--- src/rtl/assert_macros.svh ---
// Assertion helpers for the RTL files that check their own logic.
`ifndef ASSERT_MACROS_SVH
`define ASSERT_MACROS_SVH

// Checks a property on every rising clock edge outside reset.
`define ASSERT_CLK(label, clk, rst_n, prop, msg) \
    label: assert property (@(posedge clk) disable iff (!rst_n) prop) else $error(msg);

// Checks that a condition never holds on a rising clock edge outside reset.
`define ASSERT_NEVER(label, clk, rst_n, cond, msg) \
    label: assert property (@(posedge clk) disable iff (!rst_n) !(cond)) else $error(msg);

`endif

--- src/rtl/opdru_pkg.sv ---
package opdru_pkg;

    localparam int COLUMNS     = 128;
    localparam int QUIET_GAP   = 3;
    localparam int QUEUE_DEPTH = 4;

    localparam int COL_W      = $clog2(COLUMNS);
    localparam int PAGE_W     = 3;
    localparam int OFFSET_W   = 7;
    localparam int SLOTS      = QUIET_GAP + 1;
    localparam int SLOT_W     = $clog2(SLOTS);
    localparam int CNT_W      = $clog2(SLOTS + 1);
    localparam int PEND_IDX_W = (QUIET_GAP > 1) ? $clog2(QUIET_GAP) : 1;
    localparam int QPTR_W     = $clog2(QUEUE_DEPTH);
    localparam int QCNT_W     = $clog2(QUEUE_DEPTH + 1);

    localparam logic [OFFSET_W-1:0] COL_OFFSET_RESET = OFFSET_W'(2);

    localparam logic [7:0] CMD_PAGE    = 8'hB0;
    localparam logic [7:0] CMD_COL_HI  = 8'h10;
    localparam logic [7:0] MASK_LOW    = 8'h0F;
    localparam logic [7:0] MASK_HIGH   = 8'hF0;
    localparam logic [7:0] CTRL_CMD    = 8'h00;
    localparam logic [7:0] CTRL_DATA   = 8'h40;

    // The kind bit is bit 6 of the control byte that precedes the payload on the link.
    localparam logic KIND_CMD  = CTRL_CMD[6];
    localparam logic KIND_DATA = CTRL_DATA[6];

    // Everything one column item causes: an optional command transfer, then data bytes.
    typedef struct packed {
        logic                       page_en;
        logic [PAGE_W-1:0]          page;
        logic                       cmd_en;
        logic [7:0]                 addr;
        logic [CNT_W-1:0]           ndata;
        logic [SLOTS-1:0][7:0]      bytes;
        logic                       last_end;
    } t_run_rec;

    typedef struct packed {
        logic [COL_W-1:0] count;
        logic             in_run;
    } t_front_status;

    typedef enum logic [3:0] {
        PH_PAGE = 4'b0001,
        PH_HI   = 4'b0010,
        PH_LO   = 4'b0100,
        PH_DATA = 4'b1000
    } t_phase;

endpackage

--- src/rtl/opdru_front.sv ---
module opdru_front (
    input  logic                              i_clk,
    input  logic                              i_rst_n,
    input  logic                              i_accept,
    input  logic [opdru_pkg::PAGE_W-1:0]      i_page,
    input  logic [7:0]                        i_new_byte,
    input  logic [7:0]                        i_old_byte,
    input  logic                              i_cfg_we,
    input  logic [opdru_pkg::OFFSET_W-1:0]    i_cfg_wdata,
    output logic                              o_push,
    output opdru_pkg::t_run_rec               o_rec,
    output opdru_pkg::t_front_status          o_status
);

    localparam int G = opdru_pkg::QUIET_GAP;

    logic [opdru_pkg::OFFSET_W-1:0] r_offset;
    logic [opdru_pkg::COL_W-1:0]    r_count, n_count;
    logic [G-1:0][7:0]              r_pend_bytes, n_pend_bytes;
    logic [G-1:0]                   r_pend_eq, n_pend_eq;
    logic                           r_in_run, n_in_run;
    logic                           r_page_sent, n_page_sent;

    logic [G:0][7:0]                win_bytes;
    logic [G:0]                     win_eq;
    logic                           cur_eq;
    logic                           at_last;
    logic                           emitting;
    logic                           quiet;
    logic                           run;
    logic                           sent;
    logic                           active;
    logic                           end_flag;
    logic [opdru_pkg::COL_W-1:0]    start_col;
    opdru_pkg::t_run_rec            rec;

    always_comb begin
        cur_eq   = (i_new_byte == i_old_byte);
        at_last  = (r_count == opdru_pkg::COL_W'(opdru_pkg::COLUMNS - 1));
        emitting = (r_count >= opdru_pkg::COL_W'(G));

        win_bytes = {i_new_byte, r_pend_bytes};
        win_eq    = {cur_eq, r_pend_eq};

        // The oldest held column closes its run when every later column in the window is unchanged.
        quiet = cur_eq;
        for (int i = 1; i < G; i++) begin
            if (!r_pend_eq[i]) begin
                quiet = 1'b0;
            end
        end

        rec        = '0;
        rec.page   = i_page;
        run        = r_in_run;
        sent       = r_page_sent;
        start_col  = '0;
        active     = 1'b0;
        end_flag   = 1'b0;

        // Normally only the oldest held column is answered; the last column of a page
        // flushes the whole window, and the run is forced to end on that column.
        for (int s = 0; s <= G; s++) begin
            active = emitting && ((s == 0) || at_last);
            if (active && (run || !win_eq[s])) begin
                if (!run) begin
                    rec.cmd_en = 1'b1;
                    if (!sent) begin
                        rec.page_en = 1'b1;
                        sent        = 1'b1;
                    end
                    start_col = opdru_pkg::COL_W'(int'(r_count) - G + s);
                    rec.addr  = 8'(start_col) + 8'(r_offset);
                    run       = 1'b1;
                end
                end_flag = (s == 0) ? quiet : (s == G);
                rec.bytes[rec.ndata[opdru_pkg::SLOT_W-1:0]] = win_bytes[s];
                rec.ndata    = rec.ndata + opdru_pkg::CNT_W'(1);
                rec.last_end = end_flag;
                if (end_flag) begin
                    run = 1'b0;
                end
            end
        end

        n_pend_bytes = r_pend_bytes;
        n_pend_eq    = r_pend_eq;
        if (emitting) begin
            for (int i = 0; i + 1 < G; i++) begin
                n_pend_bytes[i] = r_pend_bytes[i + 1];
                n_pend_eq[i]    = r_pend_eq[i + 1];
            end
            n_pend_bytes[G-1] = i_new_byte;
            n_pend_eq[G-1]    = cur_eq;
        end else begin
            n_pend_bytes[r_count[opdru_pkg::PEND_IDX_W-1:0]] = i_new_byte;
            n_pend_eq[r_count[opdru_pkg::PEND_IDX_W-1:0]]    = cur_eq;
        end

        n_count     = at_last ? '0 : r_count + opdru_pkg::COL_W'(1);
        n_in_run    = at_last ? 1'b0 : run;
        n_page_sent = at_last ? 1'b0 : sent;
    end

    always_ff @(posedge i_clk) begin
        if (!i_rst_n) begin
            r_offset     <= opdru_pkg::COL_OFFSET_RESET;
            r_count      <= '0;
            r_pend_bytes <= '0;
            r_pend_eq    <= '0;
            r_in_run     <= 1'b0;
            r_page_sent  <= 1'b0;
        end else begin
            if (i_cfg_we) begin
                r_offset <= i_cfg_wdata;
            end
            if (i_accept) begin
                r_count      <= n_count;
                r_pend_bytes <= n_pend_bytes;
                r_pend_eq    <= n_pend_eq;
                r_in_run     <= n_in_run;
                r_page_sent  <= n_page_sent;
            end
        end
    end

    assign o_push   = i_accept && (rec.cmd_en || (rec.ndata != '0));
    assign o_rec    = rec;
    assign o_status = {r_count, r_in_run};

endmodule

--- src/rtl/opdru_queue.sv ---
module opdru_queue (
    input  logic                 i_clk,
    input  logic                 i_rst_n,
    input  logic                 i_push,
    input  opdru_pkg::t_run_rec  i_rec,
    input  logic                 i_pop,
    output opdru_pkg::t_run_rec  o_head,
    output logic                 o_full,
    output logic                 o_empty
);

    opdru_pkg::t_run_rec              r_mem [opdru_pkg::QUEUE_DEPTH];
    logic [opdru_pkg::QPTR_W-1:0]     r_wptr;
    logic [opdru_pkg::QPTR_W-1:0]     r_rptr;
    logic [opdru_pkg::QCNT_W-1:0]     r_count;

    always_ff @(posedge i_clk) begin
        if (i_push) begin
            r_mem[r_wptr] <= i_rec;
        end
    end

    always_ff @(posedge i_clk) begin
        if (!i_rst_n) begin
            r_wptr  <= '0;
            r_rptr  <= '0;
            r_count <= '0;
        end else begin
            if (i_push) begin
                r_wptr <= (r_wptr == opdru_pkg::QPTR_W'(opdru_pkg::QUEUE_DEPTH - 1))
                          ? '0 : r_wptr + opdru_pkg::QPTR_W'(1);
            end
            if (i_pop) begin
                r_rptr <= (r_rptr == opdru_pkg::QPTR_W'(opdru_pkg::QUEUE_DEPTH - 1))
                          ? '0 : r_rptr + opdru_pkg::QPTR_W'(1);
            end
            if (i_push && !i_pop) begin
                r_count <= r_count + opdru_pkg::QCNT_W'(1);
            end else if (i_pop && !i_push) begin
                r_count <= r_count - opdru_pkg::QCNT_W'(1);
            end
        end
    end

    assign o_head  = r_mem[r_rptr];
    assign o_full  = (r_count == opdru_pkg::QCNT_W'(opdru_pkg::QUEUE_DEPTH));
    assign o_empty = (r_count == '0);

endmodule

--- src/rtl/opdru_back.sv ---
module opdru_back (
    input  logic                 i_clk,
    input  logic                 i_rst_n,
    input  opdru_pkg::t_run_rec  i_head,
    input  logic                 i_q_empty,
    output logic                 o_q_pop,
    input  logic                 i_pop,
    output logic                 o_empty,
    output logic                 o_kind,
    output logic [7:0]           o_value,
    output logic                 o_last
);

    opdru_pkg::t_phase            r_phase, n_phase, phase;
    logic                         r_fresh;
    logic [opdru_pkg::SLOT_W-1:0] r_didx;
    logic                         r_out_valid;
    logic                         r_out_kind;
    logic [7:0]                   r_out_value;
    logic                         r_out_last;

    logic                         adv;
    logic                         done;
    logic                         kind;
    logic [7:0]                   value;
    logic                         last;
    logic                         data_end;

    always_comb begin
        if (!r_fresh) begin
            phase = r_phase;
        end else if (i_head.page_en) begin
            phase = opdru_pkg::PH_PAGE;
        end else if (i_head.cmd_en) begin
            phase = opdru_pkg::PH_HI;
        end else begin
            phase = opdru_pkg::PH_DATA;
        end

        adv      = !i_q_empty && (!r_out_valid || i_pop);
        data_end = ((opdru_pkg::CNT_W'(r_didx) + opdru_pkg::CNT_W'(1)) == i_head.ndata);

        kind    = opdru_pkg::KIND_CMD;
        value   = '0;
        last    = 1'b0;
        done    = 1'b0;
        n_phase = phase;

        unique case (phase)
            opdru_pkg::PH_PAGE: begin
                value   = opdru_pkg::CMD_PAGE + 8'(i_head.page);
                n_phase = opdru_pkg::PH_HI;
            end
            opdru_pkg::PH_HI: begin
                value   = opdru_pkg::CMD_COL_HI | ((i_head.addr & opdru_pkg::MASK_HIGH) >> 4);
                n_phase = opdru_pkg::PH_LO;
            end
            opdru_pkg::PH_LO: begin
                value   = i_head.addr & opdru_pkg::MASK_LOW;
                last    = 1'b1;
                n_phase = opdru_pkg::PH_DATA;
            end
            opdru_pkg::PH_DATA: begin
                kind  = opdru_pkg::KIND_DATA;
                value = i_head.bytes[r_didx];
                last  = data_end && i_head.last_end;
                done  = data_end;
            end
            default: begin
                value = '0;
            end
        endcase
    end

    always_ff @(posedge i_clk) begin
        if (adv) begin
            r_out_kind  <= kind;
            r_out_value <= value;
            r_out_last  <= last;
        end
    end

    always_ff @(posedge i_clk) begin
        if (!i_rst_n) begin
            r_phase     <= opdru_pkg::PH_DATA;
            r_fresh     <= 1'b1;
            r_didx      <= '0;
            r_out_valid <= 1'b0;
        end else begin
            if (adv) begin
                r_out_valid <= 1'b1;
                if (done) begin
                    r_fresh <= 1'b1;
                    r_didx  <= '0;
                end else begin
                    r_fresh <= 1'b0;
                    r_phase <= n_phase;
                    if (phase == opdru_pkg::PH_DATA) begin
                        r_didx <= r_didx + opdru_pkg::SLOT_W'(1);
                    end
                end
            end else if (i_pop) begin
                r_out_valid <= 1'b0;
            end
        end
    end

    assign o_q_pop = adv && done;
    assign o_empty = !r_out_valid;
    assign o_kind  = r_out_kind;
    assign o_value = r_out_value;
    assign o_last  = r_out_last;

endmodule

--- src/rtl/oled_page_dirty_run_updater.sv ---
// Channel        Handshake              Payload
// column in      push / full            i_page, i_new_byte, i_old_byte
// panel bytes    pop / empty            o_kind, o_value, o_last_of_transfer
// offset write   i_cfg_we               i_cfg_wdata
//
// A column is taken every cycle while the four-entry record queue has room.
// Each column yields at most one record; the back end drains it one byte per cycle while pop keeps up,
// so a column costs zero to seven output bytes and the pop side sets the long-run rate.
// Reset is synchronous and clears the column count, run state and the queue.
// The output register holds the current byte; the back end loads the next one only when it is empty or popped.
`include "assert_macros.svh"

module oled_page_dirty_run_updater (
    input  logic                              i_clk,
    input  logic                              i_rst_n,
    input  logic                              push,
    output logic                              full,
    input  logic [opdru_pkg::PAGE_W-1:0]      i_page,
    input  logic [7:0]                        i_new_byte,
    input  logic [7:0]                        i_old_byte,
    output logic                              empty,
    input  logic                              pop,
    output logic                              o_kind,
    output logic [7:0]                        o_value,
    output logic                              o_last_of_transfer,
    input  logic                              i_cfg_we,
    input  logic [opdru_pkg::OFFSET_W-1:0]    i_cfg_wdata
);

    logic                         in_acc;
    logic                         rec_push;
    opdru_pkg::t_run_rec          rec;
    opdru_pkg::t_run_rec          head;
    opdru_pkg::t_front_status     status;
    logic                         q_full;
    logic                         q_empty;
    logic                         q_pop;
    logic                         page_end_acc;

    assign in_acc = push && !q_full;
    assign full   = q_full;

    assign page_end_acc = in_acc
                          && (status.count == opdru_pkg::COL_W'(opdru_pkg::COLUMNS - 1));

    opdru_front u_front (
        .i_clk       (i_clk),
        .i_rst_n     (i_rst_n),
        .i_accept    (in_acc),
        .i_page      (i_page),
        .i_new_byte  (i_new_byte),
        .i_old_byte  (i_old_byte),
        .i_cfg_we    (i_cfg_we),
        .i_cfg_wdata (i_cfg_wdata),
        .o_push      (rec_push),
        .o_rec       (rec),
        .o_status    (status)
    );

    opdru_queue u_queue (
        .i_clk   (i_clk),
        .i_rst_n (i_rst_n),
        .i_push  (rec_push),
        .i_rec   (rec),
        .i_pop   (q_pop),
        .o_head  (head),
        .o_full  (q_full),
        .o_empty (q_empty)
    );

    opdru_back u_back (
        .i_clk     (i_clk),
        .i_rst_n   (i_rst_n),
        .i_head    (head),
        .i_q_empty (q_empty),
        .o_q_pop   (q_pop),
        .i_pop     (pop),
        .o_empty   (empty),
        .o_kind    (o_kind),
        .o_value   (o_value),
        .o_last    (o_last_of_transfer)
    );

    `ASSERT_NEVER(a_no_push_when_full, i_clk, i_rst_n, rec_push && q_full, "push into full queue")
    `ASSERT_NEVER(a_no_pop_when_empty, i_clk, i_rst_n, q_pop && q_empty, "pop from empty queue")
    `ASSERT_CLK(a_wrap, i_clk, i_rst_n, page_end_acc |=> status.count == '0, "count did not wrap")
    `ASSERT_CLK(a_run_shut, i_clk, i_rst_n, page_end_acc |=> !status.in_run, "run left open")

endmodule
--- config.mk ---
export PLATFORM = sky130hd
export DESIGN_NAME = oled_page_dirty_run_updater
export DESIGN_NICKNAME = d
export VERILOG_FILES = /design/src/rtl/opdru_pkg.sv /design/src/rtl/opdru_front.sv /design/src/rtl/opdru_queue.sv /design/src/rtl/opdru_back.sv /design/src/rtl/oled_page_dirty_run_updater.sv
export VERILOG_INCLUDE_DIRS = /design/src /design/src/rtl
export SDC_FILE = /design/constraint.sdc
export NUM_CORES = 1
export LEC_CHECK = 0
export BUFFER_PORTS_ARGS = -buffer_cell sky130_fd_sc_hd__buf_2
export CAP_MARGIN = 5
export CORE_ASPECT_RATIO = 1.1
export CORE_MARGIN = 1.5
export CORE_UTILIZATION = 46
export DETAILED_ROUTE_END_ITERATION = 6
export PLACE_DENSITY_LB_ADDON = 0.3
export SLEW_MARGIN = 20
export SYNTH_ARGS = -nofsm -noshare
export SYNTH_HDL_FRONTEND = slang
export SYNTH_SLANG_ARGS = --single-unit
--- constraint.sdc ---
create_clock -name i_clk -period 8.55 [get_ports i_clk]
set_input_delay 0.4275 -clock i_clk [delete_from_list [all_inputs] [get_ports i_clk]]
set_output_delay 0.4275 -clock i_clk [all_outputs]
set_load 0.01 [all_outputs]
==> results of run 1 <==
[registers in the layout, summed over array words and instances (netlist names), named ones only]
register	flops
u_back.o_kind	1
u_back.o_last	1
u_back.o_value	8
u_back.r_didx	2
u_back.r_fresh	1
u_back.r_out_valid	1
u_back.r_phase	4
u_front.r_count	7
u_front.r_in_run	1
u_front.r_offset	7
u_front.r_page_sent	1
u_front.r_pend_bytes	24
u_front.r_pend_eq	3
u_queue.r_count	3
u_queue.r_mem	196
u_queue.r_rptr	2
u_queue.r_wptr	2
[worst min-delay path by stage]
stage | from | end | slack (ps) | cells after the start
after floorplan | u_back.r_phase[0]$_SDFFE_PN0P_ | u_back.r_phase[0]$_SDFFE_PN0P_ | 440 | 2
after global placement | u_back.r_out_valid$_SDFFE_PN0P_ | u_back.r_out_valid$_SDFFE_PN0P_ | 460 | 2
after detailed placement | u_back.r_phase[0]$_SDFFE_PN0P_ | u_back.r_phase[0]$_SDFFE_PN0P_ | 460 | 2
after CTS | i_page[0] | u_queue.r_mem[0][45]$_DFFE_PP_ | 100 | 1
after global routing | i_page[0] | u_queue.r_mem[1][45]$_DFFE_PP_ | 110 | 1
final | i_cfg_wdata[1] | u_front.r_offset[1]$_SDFFE_PN1P_ | 110 | 3
[cell usage after synthesis, types with 3 or more instances]
master    count  area share [%]
edfxtp_1    206              47
o21ai_0      64             2.4
a21oi_1      60             2.3
dfxtp_1      60             9.1
nand2_1      60             1.7
mux4_2       56             9.5
ha_1         46             4.3
nor2_1       41             1.2
inv_1        38             1.1
mux2i_1      32             2.4
xnor2_1      30             2.0
nand3_1      28             1.1
clkbuf_1     24            0.68
xor2_1       22             1.5
a22o_1       21             1.4
buf_2        16            0.61
nand2b_1     13            0.61
nor3_1       13            0.49
a22oi_1      11            0.62
nand4_1      10            0.47
nor2b_1       9            0.43
a21o_1        8            0.45
mux2_2        8            0.68
o211ai_1      8            0.45
o21a_1        8            0.45
and2_1        7            0.33
o21bai_1      7            0.40
or3_1         7            0.33
a211oi_1      6            0.34
fa_1          6            0.91
nor4_1        6            0.28
or4_1         5            0.28
buf_1         3           0.085
buf_6         3            0.26
o22ai_1       3            0.14
o31a_1        3            0.20
[per-layer routing]
metal  wire length, um  part of all wire [%]
met1             13300                    45
met2             14230                    49
met3              1248                   4.3
met4               548                   1.9
met5                 0                     0
[final cells by class]
type	count	area, um2
Tap cell	363	454.2
Clock inverter	9	86.33
Timing Repair Buffer	54	300.3
Inverter	39	146.4
Sequential cell	266	7392
Fill cell	2352	13380
Multi-Input combinational cell	649	5465
Clock buffer	43	800.8
[placed cells by master (no fill, tap or decap), types with 7 or more instances in the layout]
cell type / n
nor3_1: 13
mux4_2: 56
edfxtp_1: 206
buf_2: 42
clkbuf_16: 28
inv_1: 38
a22oi_1: 11
o211ai_1: 8
nand2_1: 60
nand4_1: 10
nand3_1: 28
buf_4: 12
mux2i_1: 32
o21bai_1: 7
ha_1: 46
nor2_1: 40
nor2b_1: 9
o21ai_0: 64
dfxtp_1: 58
clkbuf_1: 8
mux2_2: 8
xnor2_1: 30
xor2_1: 22
a22o_1: 21
or3_1: 7
nand2b_1: 13
o21a_1: 8
a21o_1: 8
a21oi_1: 60
[critical path: stages (launching register included)]
cell      delay (ps)
dfxtp_1          650
ha_1             490
nor4_1           110
a21boi_1         150
buf_4            290
a21oi_1          100
o21ai_0          230
inv_1            100
ha_1             570
o41ai_1          170
a31oi_2          400
ha_1             260
inv_1             60
fa_1             370
xor2_1           170
or3_1            300
a21oi_1          160
[per-stage QoR]
stage	area [um2]	instances
3_5_place_dp	13760	1371
4_1_cts	14650	1423
5_1_grt	14650	1423
3_3_place_gp	13760	1371
2_1_floorplan	13230	1004
6_report	14650	1423
[kinds of logic after synthesis]
group | synth area share [%]
AO/OA/AOI/OAI | 11.12
XOR/XNOR | 3.442
adder cells (fa/ha/maj) | 5.258
buffers and inverters | 2.922
flip-flops | 55.83
multiplexers | 12.86
AND/OR/NAND/NOR | 8.568
[power by group through the flow]
stage                     logic [mW]  registers [mW]  clock network [mW]
after floorplan                0.407            1.54                   0
after global placement         0.550            1.55                   0
final                          0.556            1.52                1.16
after CTS                      0.559            1.52                1.18
after global routing           0.622            1.53                1.23
after detailed placement       0.556            1.55                   0
==> impl_metrics.toml, run 1 <==
[timing]
min_period_ps = 4669
final.setup.worst_slack_ps = 3881
finalHoldViolations = 0
fin_crit_sh_pct = 54.61
finClkSkew_ps = 14.23
hold_ws_ps = 108.1
setup_viol = 0
rsz0062_at_grt = "no"
max_freq_mhz = 214.2
finalMaxSlewViolations = 0
finalSetupTns_ps = 0
max_slew_margin_pct = 28.69
tightest_slew_ps = 1060

[worst_setup_path]
crit_path_end_kind = "flop"
timing.rr.end = "u_queue.r_count[2]$_SDFFE_PN0P_"
r2r_cells = 16
crit_type = "reg -> reg"
reg2reg_from = "u_front.r_count[0]$_SDFFE_PN0P_"
start_kind = "flop"
worstPathRequired_ps = 9010
r2r_slack_ps = 3880
worstPathArrival_ps = 5130
path_max_fanout = 22
crit_path_end = "u_queue.r_count[2]$_SDFFE_PN0P_"
crit_start = "u_front.r_count[0]$_SDFFE_PN0P_"

[route]
drt-total-wl_um = 29330
viasPerCell = 5.824
drc = 0
drt-pass1-iter-count = 5
post_drt_wl_per_cell_um = 20.61
ant_nets = 0
vias = 8288
dr.first_iter.drc_count = 658

[logic_synthesis]
synthFlopType = "edfxtp_1"
syn_avg_cell_area_um2 = 13.18
synth_nets = 1087
async_flop_share_pct = 0
synth_edf_count = 206
syn_area_um2 = 13230
synth_warnings = 0
netlist-cell-type-count = 77
synth-seq-cells = 266
syn_inst = 1004
ys_seq_area_share_pct = 55.83

[clocking]
insertion_delay_ps = 540
cts_root_buf = "clkbuf_16"
clk_pin_slew_worst_paths_ps = 70
cts_tree = "done"
numCtsBuffers = 28
cts-resized-gates = 0
cts_buffer_depth = 3
htree_levels = 1
clock-sinks = 266
post-cts-setup-buffers = 0
holdBufCountCts = 0

[global_routing]
grt_busiest_layer = "met2"
grt_max_degree = 53
gr-usage-met3_pct = 1.997
grt_pass1_vias = 8183
met2_usage_pct = 33.43
use_met1_pct = 29.25
antenna_found_initial = 0
grt_overflow_total = 0
grtUsageTotal_pct = 20.35
grt_pass1_wl_um = 46690

[pwr]
p_int_mw = 2.379
p_leak_nw = 5.290
swShare_pct = 26.56
ir_worst_vdd_v = 0.0001627
fin_total_pwr_mw = 3.240
comb_power_share_pct = 17.2
cellPowerDensity_nw_per_um2 = 221.2
clock_power_share_pct = 35.8
p_sw_uw = 860.3
p_seq_share_pct = 47.1

[finish]
nNetsFinal = 1121
drive_above_1_share_pct = 17.45
insertedDiodeCount = 0
syn2layout_area_growth_pct = 10.69
utilization_pct = 52.25

[die]
ioPinCount = 43
die_area_um2 = 29790
rows = 64
initial_core_util_pct = 47.21
coreArea_um2 = 28030
die_h_um = 180.9
dieWidth_um = 164.7

[placed_design]
dpl_worst_slack_ps = 3806
port_buffers = 42
globalplace.congestion = 0.8632
hpwl_um = 20080

[hold_path]
min_path_type = "in -> reg"

[job]
drv_cap = 0

[outcome]
status = "finished clean"
No activity file was read; power rests on OpenSTA's default activity.
==> run 2, diff against run 1 <==
==> constraint.sdc (replaced) <==
create_clock -name i_clk -period 4.1 [get_ports i_clk]
set_input_delay 0.205 -clock i_clk [delete_from_list [all_inputs] [get_ports i_clk]]
set_output_delay 0.205 -clock i_clk [all_outputs]
set_load 0.01 [all_outputs]
==> run 2 against run 1 <==
Effect of this change:
- die area is the same
- sequential power is 110% higher
- first-iteration DRC count rose by 5.0%
==> impl_metrics.toml, run 2 (synthesis results as in run 1) <==
[outcome]
status = "finished clean"

[route]
viasPerCell = 5.766
ant_nets = 0
dr.first_iter.drc_count = 691
drc = 0
post_drt_wl_per_cell_um = 20.23
drt-total-wl_um = 29620
drt-pass1-iter-count = 5
vias = 8442

[pwr]
cellPowerDensity_nw_per_um2 = 442.1
comb_power_share_pct = 18.0
p_int_mw = 4.808
p_leak_nw = 5.472
swShare_pct = 27.50
ir_worst_vdd_v = 0.0003039
p_sw_mw = 1.824
clock_power_share_pct = 34.3
p_seq_share_pct = 47.7

[clocking]
insertion_delay_ps = 550
numCtsBuffers = 27
cts_root_buf = "clkbuf_16"
cts_buffer_depth = 3
cts_tree = "done"
htree_levels = 1
clk_pin_slew_worst_paths_ps = 60
clock-sinks = 266

[timing]
rsz0062_at_grt = "no"
max_slew_margin_pct = 44.73
finalSetupTns_ps = 0
fin_crit_sh_pct = 94.68
setup_viol = 0
finalHoldViolations = 0
min_period_ps = 3882
finClkSkew_ps = 15.16
tightest_slew_ps = 821.4
finalMaxSlewViolations = 0
max_freq_mhz = 257.6

[worst_setup_path]
r2r_slack_ps = 360
crit_start = "i_new_byte[5]"
crit_path_end_kind = "flop"
crit_type = "in -> reg"
reg2reg_from = "u_front.r_count[1]$_SDFFE_PN0P_"
r2r_cells = 16
path_max_fanout = 8
worstPathRequired_ps = 4570
start_kind = "input pin"
crit_path_end = "u_queue.r_count[2]$_SDFFE_PN0P_"
timing.rr.end = "u_queue.r_count[2]$_SDFFE_PN0P_"
worstPathArrival_ps = 4350

[placed_design]
port_buffers = 42
placed_cells = 1393
hpwl_um = 20500
globalplace.congestion = 0.8679

[finish]
drive_above_1_share_pct = 19.07
mostFrequentLayoutCell = "edfxtp_1"
largest-register = "u_queue.r_mem"
syn2layout_area_growth_pct = 13.39
nNetsFinal = 1163
register_area_um2 = 7392
largest_register_ffs = 196
insertedDiodeCount = 0
layoutNonFillerInstCount = 1464
multi_input_area_um2 = 5478
fill_cells = 2348
mostFrequentLayoutCells = "edfxtp_1, o21ai_0, nand2_1, a21oi_1, dfxtp_1"

[die]
die_h_um = 180.9
initial_core_util_pct = 47.21
dieWidth_um = 164.7
rows = 64
ioPinCount = 43
die_area_um2 = 29790
coreArea_um2 = 28030

[job]
drv_cap = 0

[global_routing]
grt_max_degree = 50
grt_overflow_total = 0
grt_pass1_vias = 8354
grtUsageTotal_pct = 20.43
grt_pass1_wl_um = 47110
antenna_found_initial = 0

[hold_path]
min_path_type = "in -> reg"
## run 2: worst max-delay path, cell delays in order
cell and delay, ps:
dlygate4sd3_1 560, buf_2 180, xor2_1 170, or4_4 570, nor3_4 250, a21oi_1 100, o21ai_0 210, inv_1 90
ha_1 330, o41ai_1 100, a31oi_2 300, ha_1 230, inv_1 60, fa_1 370, xor2_1 170, or3_1 300
a21oi_1 150
## run 2: worst min-delay path by stage
stage	depth (start not counted)	slack, ps	startpoint	endpoint
floorplan	0	300	i_page[0]	u_queue.r_mem[0][45]$_DFFE_PP_
global placement	3	420	i_cfg_wdata[1]	u_front.r_offset[1]$_SDFFE_PN1P_
detailed placement	1	430	i_page[0]	u_queue.r_mem[0][45]$_DFFE_PP_
CTS	3	30	i_cfg_we	u_front.r_offset[1]$_SDFFE_PN1P_
global route	3	80	i_cfg_we	u_front.r_offset[1]$_SDFFE_PN1P_
finish	3	40	i_cfg_we	u_front.r_offset[1]$_SDFFE_PN1P_
## run 2: what timing repair did
| action | CTS | global route |
|---|---|---|
| hold endpoints to repair | 28 | 0 |
| gates resized for setup | 0 | 1 |
| setup endpoints to repair | 0 | 25 |
| hold buffers | 19 | 0 |
| buffers inserted | 0 | 2 |
## run 2: per-stage QoR
step | util, % | power, mW | setup WS, ps | cell area, um2 | hold WS [ps]
2_1_floorplan | - | 4.058 | 31.17 | 13240 | 303.9
3_3_place_gp | 49.81 | 4.379 | 236.5 | 13960 | 424.7
3_5_place_dp | 49.81 | 4.395 | 206.2 | 13960 | 431.7
4_1_cts | 53.43 | 6.682 | 221.8 | 14980 | 34.66
5_1_grt | 53.53 | 6.933 | 34.98 | 15000 | 84.85
6_report | 53.53 | 6.632 | 218.0 | 15000 | 44.88
## run 2: routing by layer
metal / global-route usage [%] / share of wire (%) / vias up
met5: 0 / 0 / -
met4: 5.982 / 2.2 / 0
met3: 2.594 / 5.7 / 41
met2: 32.39 / 48 / 236
met1: 29.47 / 44 / 4159
li1: - / - / 4006
## run 2: area by class of cell
| cell class | count | area share, % |
|---|---|---|
| well taps | 363 | 3.027 |
| multi-input cells | 649 | 36.51 |
| inverters | 39 | 0.9757 |
| flip-flops and latches | 266 | 49.27 |
| clock buffers | 30 | 4.578 |
| repair buffers | 97 | 4.720 |
| clock inverters | 20 | 0.9174 |
## run 2: power by group through the flow
stage / combinational, mW / sequential (mW) / clock [mW]
floorplan: 0.849 / 3.21 / 0
global placement: 1.16 / 3.21 / 0
detailed placement: 1.17 / 3.22 / 0
CTS: 1.20 / 3.16 / 2.32
global route: 1.33 / 3.18 / 2.43
finish: 1.19 / 3.17 / 2.27
